`config.mk`:
```
export PLATFORM = sky130hd
export DESIGN_NAME = csr_row_scaling_preconditioner
export DESIGN_NICKNAME = d
export VERILOG_FILES = /design/src/hdl/crsp_pkg.sv /design/src/hdl/crsp_accum.sv /design/src/hdl/crsp_div.sv /design/src/hdl/csr_row_scaling_preconditioner.sv
export SDC_FILE = /design/constraint.sdc
export NUM_CORES = 1
export LEC_CHECK = 0
export ABC_AREA = 1
export BUFFER_PORTS_ARGS = -buffer_cell sky130_fd_sc_hd__buf_2
export CAP_MARGIN = 20
export CORE_ASPECT_RATIO = 0.9
export CORE_UTILIZATION = 47
export CTS_CLUSTER_DIAMETER = 50
export CTS_CLUSTER_SIZE = 20
export DETAILED_ROUTE_END_ITERATION = 7
export MAX_ROUTING_LAYER = met4
export PLACE_DENSITY = 0.71
export SETUP_SLACK_MARGIN = 0.4
export SLEW_MARGIN = 10
export SYNTH_ARGS = -nofsm -noshare
export SYNTH_HDL_FRONTEND = slang
export SYNTH_HIERARCHICAL = 1
export SYNTH_SLANG_ARGS = --single-unit
```
`constraint.sdc`:
```
create_clock -name clk -period 15.1 [get_ports clk]
set_clock_uncertainty 0.1 [all_clocks]
set_input_delay 2.265 -clock clk [delete_from_list [all_inputs] [get_ports clk]]
set_output_delay 2.265 -clock clk [all_outputs]
set_load 0.02 [all_outputs]
```
`src/hdl/crsp_pkg.sv`:
```
// ----------------------------------------------------------------------------
// crsp_pkg
// Shared types and constants of the CSR row scaling preconditioner.
// ----------------------------------------------------------------------------
package crsp_pkg;

	localparam int ACC_W   = 48;
	localparam int NUM_W   = ACC_W + 1;
	localparam int STEPS   = NUM_W;
	localparam int CNT_W   = 6;
	localparam int COL_W   = 16;
	localparam int VAL_W   = 32;
	localparam int THR_W   = 16;
	localparam int MODE_W  = 2;
	localparam int STAT_W  = 2;
	localparam int DATA_W  = COL_W + VAL_W;

	localparam logic [MODE_W-1:0] MODE_DIAG = 2'd0;
	localparam logic [MODE_W-1:0] MODE_ABS  = 2'd1;
	localparam logic [MODE_W-1:0] MODE_MAX  = 2'd2;

	localparam logic [STAT_W-1:0] STAT_OK      = 2'd0;
	localparam logic [STAT_W-1:0] STAT_NO_DIAG = 2'd1;
	localparam logic [STAT_W-1:0] STAT_SMALL   = 2'd2;
	localparam logic [STAT_W-1:0] STAT_ZERO    = 2'd3;

	localparam logic REG_MODE   = 1'b0;
	localparam logic REG_THRESH = 1'b1;

	typedef struct packed {
		logic [ACC_W-1:0] acc;
		logic             diag;
	} row_t;

	typedef struct packed {
		logic             start;
		logic [NUM_W-1:0] numer;
		logic [ACC_W-1:0] denom;
	} div_req_t;

endpackage

```
`src/hdl/crsp_accum.sv`:
```
// ----------------------------------------------------------------------------
// crsp_accum
// Row accumulator and row counter; folds one entry per cycle by mode.
// ----------------------------------------------------------------------------
module crsp_accum #(
	parameter int CW = 16
) (
	input  logic                        clk,
	input  logic                        arst_n,
	input  logic                        fold,
	input  logic                        close,
	input  logic [crsp_pkg::MODE_W-1:0] mode,
	input  logic [crsp_pkg::COL_W-1:0]  column,
	input  logic [crsp_pkg::VAL_W-1:0]  entry_value,
	input  logic [CW-1:0]               row_last,
	output crsp_pkg::row_t              row,
	output logic [CW-1:0]               row_cnt
);
	import crsp_pkg::*;

	localparam int CMPW = (CW > COL_W) ? CW : COL_W;

	logic [ACC_W-1:0] acc_q;
	logic             diag_q;
	logic             first_q;
	logic [CW-1:0]    row_q;
	logic [ACC_W-1:0] v48;
	logic [VAL_W-1:0] mag32;
	logic [ACC_W:0]   sum;
	logic             col_hit;
	logic             greater;

	assign v48     = {{(ACC_W-VAL_W){entry_value[VAL_W-1]}}, entry_value};
	assign mag32   = entry_value[VAL_W-1] ? (~entry_value + 1'b1) : entry_value;
	assign sum     = {1'b0, acc_q} + {{(ACC_W+1-VAL_W){1'b0}}, mag32};
	assign col_hit = (CMPW'(column) == CMPW'(row_q));
	assign greater = ($signed(v48) > $signed(acc_q));

	always_ff @(posedge clk or negedge arst_n) begin
		if (!arst_n) begin
			acc_q   <= '0;
			diag_q  <= 1'b0;
			first_q <= 1'b1;
			row_q   <= '0;
		end else if (close) begin
			acc_q   <= '0;
			diag_q  <= 1'b0;
			first_q <= 1'b1;
			row_q   <= (row_q == row_last) ? '0 : row_q + 1'b1;
		end else if (fold) begin
			case (mode)
				MODE_DIAG: begin
					if (!diag_q && col_hit) begin
						acc_q  <= v48;
						diag_q <= 1'b1;
					end
				end
				MODE_ABS: begin
					acc_q <= sum[ACC_W] ? '1 : sum[ACC_W-1:0];
				end
				default: begin
					if (first_q || greater)
						acc_q <= v48;
				end
			endcase
			if (col_hit && mode != MODE_DIAG)
				diag_q <= 1'b1;
			first_q <= 1'b0;
		end
	end

	assign row.acc  = acc_q;
	assign row.diag = diag_q;
	assign row_cnt  = row_q;

endmodule

```
`src/hdl/crsp_div.sv`:
```
// ----------------------------------------------------------------------------
// crsp_div
// Restoring divider, one quotient bit per cycle.
// ----------------------------------------------------------------------------
module crsp_div (
	input  logic                       clk,
	input  logic                       arst_n,
	input  crsp_pkg::div_req_t         req,
	output logic                       busy,
	output logic [crsp_pkg::NUM_W-1:0] quot
);
	import crsp_pkg::*;

	logic             busy_q;
	logic [CNT_W-1:0] cnt_q;
	logic [NUM_W-1:0] n_q;
	logic [ACC_W-1:0] rem_q;
	logic [ACC_W-1:0] d_q;
	logic [NUM_W:0]   diff;
	logic             take;

	assign diff = {1'b0, rem_q, n_q[NUM_W-1]} - {2'b00, d_q};
	assign take = !diff[NUM_W];

	always_ff @(posedge clk or negedge arst_n) begin
		if (!arst_n) begin
			busy_q <= 1'b0;
			cnt_q  <= '0;
		end else if (req.start) begin
			busy_q <= 1'b1;
			cnt_q  <= CNT_W'(STEPS - 1);
		end else if (busy_q) begin
			cnt_q <= cnt_q - 1'b1;
			if (cnt_q == '0)
				busy_q <= 1'b0;
		end
	end

	always_ff @(posedge clk) begin
		if (req.start) begin
			n_q   <= req.numer;
			rem_q <= '0;
			d_q   <= req.denom;
		end else if (busy_q) begin
			rem_q <= take ? diff[ACC_W-1:0] : {rem_q[ACC_W-2:0], n_q[NUM_W-1]};
			n_q   <= {n_q[NUM_W-2:0], take};
		end
	end

	assign busy = busy_q;
	assign quot = n_q;

endmodule

```
`src/hdl/csr_row_scaling_preconditioner.sv`:
```
// ----------------------------------------------------------------------------
// csr_row_scaling_preconditioner
// Jacobi-style row scaling over a CSR entry stream: fold entries per row,
// then report a rounded, saturated fixed-point reciprocal and a status.
// ----------------------------------------------------------------------------
// Sequence: an entry that does not close its row is taken in the idle state.
// A closing request passes the accept, evaluate, divide and finish states,
// skipping the divide state when status is not ok; the divide state gathers
// the 49 quotient bits and then waits to see the divider idle, and the finish state waits for a free output register.
// Throughput is set by the divider: one reciprocal at a time.
// Reset clears the row counter and accumulator, mode 0, threshold 1.
module csr_row_scaling_preconditioner #(
	parameter int MAX_ROWS  = 65536,
	parameter int FRAC_BITS = 16
) (
	input  logic                        clk,
	input  logic                        arst_n,
	input  logic                        cfg_we,
	input  logic                        cfg_index,
	input  logic [crsp_pkg::THR_W-1:0]  cfg_data,
	input  logic                        s_tvalid,
	output logic                        s_tready,
	input  logic [crsp_pkg::DATA_W-1:0] s_tdata,   // column, entry_value
	input  logic                        s_tlast,   // row_end
	input  logic                        s_tuser,   // empty_row
	output logic                        m_tvalid,
	input  logic                        m_tready,
	output logic [crsp_pkg::DATA_W-1:0] m_tdata,   // row_index, scale_factor
	output logic [crsp_pkg::STAT_W-1:0] m_tuser    // status
);
	import crsp_pkg::*;

	localparam int CW = $clog2(MAX_ROWS);
	localparam int RW = (CW > COL_W) ? CW : COL_W;
	localparam logic [CW-1:0]    ROW_LAST = CW'(MAX_ROWS - 1);
	localparam logic [NUM_W-1:0] ONE2     = NUM_W'(1) << (2 * FRAC_BITS);

	localparam logic [1:0] ST_IDLE = 2'd0;
	localparam logic [1:0] ST_EVAL = 2'd1;
	localparam logic [1:0] ST_DIV  = 2'd2;
	localparam logic [1:0] ST_DONE = 2'd3;

	logic [1:0]        state_q;
	logic [MODE_W-1:0] mode_q;
	logic [THR_W-1:0]  thr_q;
	logic              take_in;
	logic              fold;
	logic              close;
	row_t              row;
	logic [CW-1:0]     row_cnt;
	div_req_t          dreq;
	logic              div_busy;
	logic [NUM_W-1:0]  quot;
	logic              neg;
	logic [ACC_W-1:0]  mag;
	logic [STAT_W-1:0] stat;
	logic              out_free;
	logic              neg_q;
	logic [STAT_W-1:0] stat_q;
	logic [COL_W-1:0]  ridx_q;
	logic [VAL_W-1:0]  scale;
	logic              out_vld_q;
	logic [DATA_W-1:0] out_data_q;
	logic [STAT_W-1:0] out_user_q;

	always_ff @(posedge clk or negedge arst_n) begin
		if (!arst_n) begin
			mode_q <= MODE_DIAG;
			thr_q  <= THR_W'(1);
		end else if (cfg_we) begin
			case (cfg_index)
				REG_MODE:   mode_q <= cfg_data[MODE_W-1:0];
				REG_THRESH: thr_q  <= cfg_data;
				default:    mode_q <= mode_q;
			endcase
		end
	end

	assign s_tready = (state_q == ST_IDLE);
	assign take_in  = s_tvalid && s_tready;
	assign fold     = take_in && !s_tuser;
	assign close    = (state_q == ST_EVAL);

	crsp_accum #(.CW(CW)) u_accum (
		.clk         (clk),
		.arst_n      (arst_n),
		.fold        (fold),
		.close       (close),
		.mode        (mode_q),
		.column      (s_tdata[COL_W-1:0]),
		.entry_value (s_tdata[DATA_W-1:COL_W]),
		.row_last    (ROW_LAST),
		.row         (row),
		.row_cnt     (row_cnt)
	);

	always_comb begin
		if (mode_q == MODE_ABS) begin
			neg = 1'b0;
			mag = row.acc;
		end else begin
			neg = row.acc[ACC_W-1];
			mag = neg ? (~row.acc + 1'b1) : row.acc;
		end
		if (mode_q == MODE_DIAG) begin
			if (!row.diag)
				stat = STAT_NO_DIAG;
			else if (mag == '0)
				stat = STAT_ZERO;
			else
				stat = STAT_OK;
		end else begin
			if (mag < {{(ACC_W-THR_W){1'b0}}, thr_q})
				stat = STAT_SMALL;
			else if (mag == '0)
				stat = STAT_ZERO;
			else
				stat = STAT_OK;
		end
	end

	assign dreq.start = close && (stat == STAT_OK);
	assign dreq.numer = ONE2 + {2'b00, mag[ACC_W-1:1]};
	assign dreq.denom = mag;

	crsp_div u_div (
		.clk    (clk),
		.arst_n (arst_n),
		.req    (dreq),
		.busy   (div_busy),
		.quot   (quot)
	);

	always_ff @(posedge clk) begin
		if (close) begin
			neg_q  <= neg;
			stat_q <= stat;
			ridx_q <= COL_W'(RW'(row_cnt));
		end
	end

	always_comb begin
		if (stat_q != STAT_OK)
			scale = '0;
		else if (!neg_q)
			scale = (quot > NUM_W'(32'h7FFF_FFFF)) ? 32'h7FFF_FFFF : quot[VAL_W-1:0];
		else
			scale = (quot >= NUM_W'(32'h8000_0000)) ? 32'h8000_0000 :
				(~quot[VAL_W-1:0] + 1'b1);
	end

	assign out_free = !out_vld_q || m_tready;

	always_ff @(posedge clk or negedge arst_n) begin
		if (!arst_n) begin
			state_q   <= ST_IDLE;
			out_vld_q <= 1'b0;
		end else begin
			case (state_q)
				ST_IDLE: begin
					if (take_in && (s_tuser || s_tlast))
						state_q <= ST_EVAL;
				end
				ST_EVAL: begin
					state_q <= (stat == STAT_OK) ? ST_DIV : ST_DONE;
				end
				ST_DIV: begin
					if (!div_busy)
						state_q <= ST_DONE;
				end
				ST_DONE: begin
					if (out_free)
						state_q <= ST_IDLE;
				end
				default: state_q <= ST_IDLE;
			endcase
			if (state_q == ST_DONE && out_free)
				out_vld_q <= 1'b1;
			else if (m_tready)
				out_vld_q <= 1'b0;
		end
	end

	always_ff @(posedge clk) begin
		if (state_q == ST_DONE && out_free) begin
			out_data_q <= {scale, ridx_q};
			out_user_q <= stat_q;
		end
	end

	assign m_tvalid = out_vld_q;
	assign m_tdata  = out_data_q;
	assign m_tuser  = out_user_q;

	a_div_in_div_state: assert property (@(posedge clk) disable iff (!arst_n)
		div_busy |-> (state_q == ST_DIV))
		else $error("divider busy outside divide state");

	a_close_clears_row: assert property (@(posedge clk) disable iff (!arst_n)
		close |=> (row.acc == '0 && !row.diag))
		else $error("row state not cleared after close");

	a_bad_status_zero_scale: assert property (@(posedge clk) disable iff (!arst_n)
		(m_tvalid && m_tuser != STAT_OK) |-> (m_tdata[DATA_W-1:COL_W] == '0))
		else $error("nonzero scale with failing status");

	a_result_from_done: assert property (@(posedge clk) disable iff (!arst_n)
		$rose(m_tvalid) |-> $past(state_q == ST_DONE))
		else $error("result raised outside finish state");

endmodule

```
# Word-level counts from Yosys, hierarchy flattened
# Cells that the tools add are included.
dict set report classes {
  n_shift 0
  reduce_logical 32
  order_cmp 4
  add_sub_neg 8
  n_eq_ne 10
  div_mod_pow 0
  mux 39
  mul 0
  n_bitwise 4
}
# operator count
set op_table {}
lappend op_table {{$mux 48} 8}
lappend op_table {{$mux 32} 4}
lappend op_table {{$mux 49} 2}
lappend op_table {{$pmux 48 s2} 1}
lappend op_table {{$add 32x1->32 const B} 2}
lappend op_table {{$not 32->32} 2}
lappend op_table {{$sub 49x48->50} 1}
lappend op_table {{$add 48x32->49} 1}
lappend op_table {{$ge 49x32->1 const B} 1}
lappend op_table {{$gt 49x31->1 const B} 1}
lappend op_table {{$add 33x47->48 const A} 1}
lappend op_table {{$add 48x1->48 const B} 1}
lappend op_table {{$gt 32x48->1} 1}
lappend op_table {{$logic_not 48->1} 1}
lappend op_table {{$lt 48x16->1} 1}
lappend op_table {{$not 48->48} 1}
lappend op_table {{$add 16x1->16 const B} 1}
lappend op_table {{$eq 16x16->1} 1}
lappend op_table {{$eq 16x16->1 const B} 1}
lappend op_table {{$mux 16} 1}
lappend op_table {{$mux 2} 7}
lappend op_table {{$mux 1} 13}
lappend op_table {{$mux 6} 2}
lappend op_table {{$reduce_bool 2->1} 5}
lappend op_table {{17 further kinds} 37}
dict set report word_totals {
  memories 0
  latch_bits 0
  input_bits 72
  regBits 308
  romBits 0
  mem_bits_rw 0
}

# Longest topological paths before layout
dict set report logic_depth {
  word_depth 11
  ltp_mapped 27
}

# Hierarchy
# Netlist, hierarchy kept.
# module n_inst cells_per_inst area_each_um2
set modules_own_cells {}
lappend modules_own_cells {crsp_div 1 1586 10552.6}
lappend modules_own_cells {crsp_accum 1 1574 9227.6}
lappend modules_own_cells {csr_row_scaling_preconditioner 1 1023 7185.6}

# Least setup slack after synthesis
# Ideal clock, no wire load.
dict set report synth_timing {
  path_type {flip-flop to flip-flop}
  startpoint {reg mode_q[1]}
  endpoint {reg u_div.n_q[0], in the netlist u_div/quot[0], enable pin}
  path_slack_ns 8.277
  path_buffers 3
  arrival_time_ns 6.293
  path_stages_with_launch 20
  cell_sequence {dfrtp_1 > nor2_2 > nor2_8 > buf_2 > o21ai_0 > xor2_1 > inv_1 > ha_1 > nand2_1 > o21a_1 > a21o_1 > nand2_1 > a21boi_0 > nand3_1 > nand3_2 > nor2_1 > clkbuf_1 > nor2_1 > inv_1 > clkbuf_1}
}
# element line
set synth_lines {}
lappend synth_lines {{start, declared} csr_row_scaling_preconditioner.sv:44} ;# logic [MODE_W-1:0] mode_q;
lappend synth_lines {{start signal, assigned} csr_row_scaling_preconditioner.sv:72} ;# REG_MODE: mode_q <= cfg_data[MODE_W-1:0];
lappend synth_lines {{start signal, assigned} csr_row_scaling_preconditioner.sv:74} ;# default: mode_q <= mode_q;
lappend synth_lines {{end signal, assigned} crsp_div.sv:41} ;# n_q <= req.numer;
lappend synth_lines {{end signal, assigned} crsp_div.sv:46} ;# n_q <= {n_q[NUM_W-2:0], take};
lappend synth_lines {{end, declared} crsp_div.sv:16} ;# logic [NUM_W-1:0] n_q;

# Worst setup path in the final report
dict set report layout_timing {
  startpoint {in s_tdata[16] in the netlist's numbering}
  endpoint {reg u_accum.acc_q[0]}
}
dict set report layout_via {
  elab_chain_len 8
  elab_cells_between_ends 14
  classes_between {add/sub: 2; order compare: 1; mux: 7; bitwise: 1; reduce/logical: 3}
}
# element line
set layout_lines {}
lappend layout_lines {{start, declared} csr_row_scaling_preconditioner.sv:23} ;# input logic [crsp_pkg::DATA_W-1:0] s_tdata,
lappend layout_lines {{$not 32->32} crsp_accum.sv:34} ;# assign mag32 = entry_value[VAL_W-1] ? (~entry_value + 1'b1) : entry_value;
lappend layout_lines {{$add 32x1->32} crsp_accum.sv:34}
lappend layout_lines {{$mux 32} crsp_accum.sv:34}
lappend layout_lines {{$add 48x32->49} crsp_accum.sv:35} ;# assign sum = {1'b0, acc_q} + {{(ACC_W+1-VAL_W){1'b0}}, mag32};
lappend layout_lines {{$mux 48} crsp_accum.sv:59} ;# acc_q <= sum[ACC_W] ? '1 : sum[ACC_W-1:0];
lappend layout_lines {{$pmux 48 s2} crsp_accum.sv:51} ;# case (mode)
lappend layout_lines {{$mux 48} crsp_accum.sv:50} ;# end else if (fold) begin
lappend layout_lines {{$mux 48} crsp_accum.sv:45} ;# end else if (close) begin
lappend layout_lines {{end signal, assigned} crsp_accum.sv:54} ;# acc_q <= v48;
lappend layout_lines {{end signal, assigned} crsp_accum.sv:59}
lappend layout_lines {{end signal, assigned} crsp_accum.sv:63} ;# acc_q <= v48;
lappend layout_lines {{end, declared} crsp_accum.sv:23} ;# logic [ACC_W-1:0] acc_q;
# Several ways; a longest one is shown, not always the timed one. The select of a mux whose other input is x is not followed.
# A chain may end at the register's enable or synchronous reset.

==> results.ini <==
[detailed_routing]
drc_errors=0
avgViaCountPerCell=5.169
final_antenna_net_count=0
drt_iter0_drc=2263
wl_per_cell_um=16.90
drt_pass1_iterations=6
via_count=26245
wirelength_um=85790

[finish]
layout.nets=4524
layout-drive-gt1-share_pct=7.174
syn_to_final_growth_pct=9.809
final_common_cell=nand2_1
diodes=0
fillers=5872
layout.cells.most_common_list=1437 x nand2_1, 771 x inv_1, 364 x nor2_1

[logic_synthesis]
yosys_warnings=6
synth_area_leaders=nand2_1 20%, edfxtp_1 18%, inv_1 11%, dfrtp_1 8.5%, ha_1 7.4%
synth-edff-count=166
synth_area_mm2=0.02697
yosysTopAreaCell=nand2_1
async_flop_share_pct=30.52
ys_ff_latch=308
synth.avg_cell_area_um2=6.447
syn_inst=4183
synth.distinct_cells=67
ys.flop_type=edfxtp_1
yosys.area.top_type_share_pct=20.00
synth-seq-area-share_pct=30.78

[hold_path]
hold_class=flip-flop to flip-flop
worst_hold_startpoint=ridx_q[10]$_DFFE_PP_
hold_path_depth=0
hold_path_end=m_tdata[10]$_DFFE_PP_

[sta]
maxSlewViolCount=0
final-setup-viol-count=0
rsz0062_at_grt=no
fin_ws_ns=8.770
hold_viol=0
post-route-period-util_pct=41.92
worst_pin_slew_ns=0.9834
relSlewSlack_pct=34.28
max_freq_ghz=0.1580
fin_setup_tns_ns=0
min_period_ns=6.330

[worst_setup_path]
arrival_ns=6.69
cp-end-kind=flip-flop
cp-start-kind=input port
setup.worst_path.class=input port to flip-flop
cp_max_fo=20
slowest_stage=a21oi_2
worstReg2RegStart=u_accum/acc_q[47]$_DFFE_PN0P_
r2r-end=u_div/quot[11]$_DFFE_PP_
reg2reg_depth=19
r2r_setup_slack_ns=9.47
cp_slowest_stage_delay_ns=0.63
crit_required_ns=15.47
crit_top_cell=nand2_1

[global_routing]
first_global_vias=24439
met1_usage_pct=40.07
grt_use_total_pct=30.49
grt.overflow.total=0
grt_pass1_wl_um=134600
met2_usage_pct=47.97
grt_antenna_before_repair=0
grt_max_degree=64
grt_util_met3_pct=2.784
top_usage_layer=met2

[floorplanning]
io_pins=124
die_h_um=229.2
rows=82
die_x_um=254.5
start_util_pct=47.96
core_mm2=0.05622
die_area_mm2=0.05834

[power]
power_leakage_nw=15.79
ir_drop_uv=118.4
p_per_area_mw_per_mm2=232.1
power_mw=6.872

[clocking]
clkTransAtPathRegs_ns=0.07
cts_buffer_depth=3
cts.sinks=308
root_buffer=clkbuf_16
holdBufCountCts=0
cts_tree=built
htreeDepth=2
clkLatencyLatePin_ns=0.59
cts_resized=0
cts_made_buffers=38
post-cts-setup-buffers=0

[placed_design]
dp_slack_ns=8.243
gp_congestion=1.013
dp_hpwl_um=67540
port_buffers=123

[status]
status=completed

[flow_run]
drv_cap=0

-- flip-flops by register name, summed over array words and instances (netlist names), 6 cells and up --
register,flops
u_accum/row_cnt,16
m_tdata,48
u_div/rem_q,48
u_div/quot,49
u_accum/acc_q,48
ridx_q,16
u_div/cnt_q,6
thr_q,16
u_div/d_q,48
-- power breakdown --
group	switching, mW	internal [mW]
logic	2.86	1.34
registers	0.387	1.35
clock network	0.426	0.518
total	3.67	3.20
-- per-layer routing --
layer	wire (um)	share of wire, %
met5	0	0
met4	3759	4.4
met3	5302	6.2
met2	39160	46
met1	37570	44
-- cell usage after synthesis (10+ instances only) --
| master | instances |
|---|---|
| o211ai_1 | 19 |
| nand2_2 | 23 |
| clkbuf_1 | 42 |
| nand3b_1 | 49 |
| a21oi_1 | 143 |
| xor2_1 | 86 |
| nor2_2 | 15 |
| edfxtp_1 | 166 |
| dfrtp_1 | 92 |
| nand4_1 | 87 |
| o21ai_0 | 117 |
| buf_4 | 12 |
| dfxtp_1 | 48 |
| nand3_2 | 10 |
| o21bai_1 | 10 |
| nor2_1 | 367 |
| nand2_1 | 1437 |
| buf_2 | 23 |
| ha_1 | 159 |
| inv_1 | 772 |
| nor4_1 | 21 |
| nand3_1 | 298 |
| xnor2_1 | 51 |
| nor3_1 | 33 |
-- logic make-up (layout without fill, tap and decap cells) --
family | after synthesis | count (layout) | share of synthesized area (%)
other | 2 | 19 | 0.02785
buffers and inverters | 869 | 990 | 12.64
XOR/XNOR | 137 | 137 | 4.450
flip-flops | 308 | 308 | 30.78
AO/OA/AOI/OAI | 327 | 327 | 6.760
adder cells (fa/ha/maj) | 161 | 161 | 7.526
AND/OR/NAND/NOR | 2379 | 2379 | 37.82
-- cell type report --
class | count | area [um^2] | area share [%]
sequential | 308 | 8300 | 28.03
clock inverter | 29 | 336.6 | 1.137
tap | 756 | 945.9 | 3.194
inverter | 778 | 2920 | 9.862
clock buffer | 41 | 983.4 | 3.321
timing repair buffer | 142 | 760.7 | 2.569
multi-input combinational | 3023 | 15360 | 51.88
-- worst max-delay path: cells and delay by family --
kind | cells | cell delay, ns
simple gates | 13 | 1.62
compound gates | 5 | 1.43
buf+inv | 4 | 0.66
fa+ha+maj | 2 | 0.50
xor+xnor | 1 | 0.20
-- stage by stage --
stage               std cells  hold slack [ns]  area (um^2)  utilization, %
finish                   5077           0.3191        29610           52.67
global route             5077           0.3264        29610           52.67
CTS                      5077           0.3201        29610           52.67
detailed placement       5007           0.3045        28290           50.32
global placement         5007           0.3003        28290           50.32
floorplan                4200           0.3003        27030               -
-- worst max-delay path by stage --
| stage | slack (ns) | depth (start not counted) | endpoint | from |
|---|---|---|---|---|
| floorplan | 8.28 | 19 | u_div/quot[0]$_DFFE_PP_ | mode_q[1]$_DFFE_PN0P_ |
| global placement | 8.34 | 25 | u_accum/acc_q[0]$_DFFE_PN0P_ | s_tdata[16] |
| detailed placement | 8.24 | 25 | u_accum/acc_q[0]$_DFFE_PN0P_ | s_tdata[16] |
| CTS | 8.85 | 25 | u_accum/acc_q[0]$_DFFE_PN0P_ | s_tdata[16] |
| global route | 8.44 | 25 | u_accum/acc_q[0]$_DFFE_PN0P_ | s_tdata[16] |
| finish | 8.77 | 25 | u_accum/acc_q[0]$_DFFE_PN0P_ | s_tdata[16] |
No activity file was read; power rests on OpenSTA's default activity.
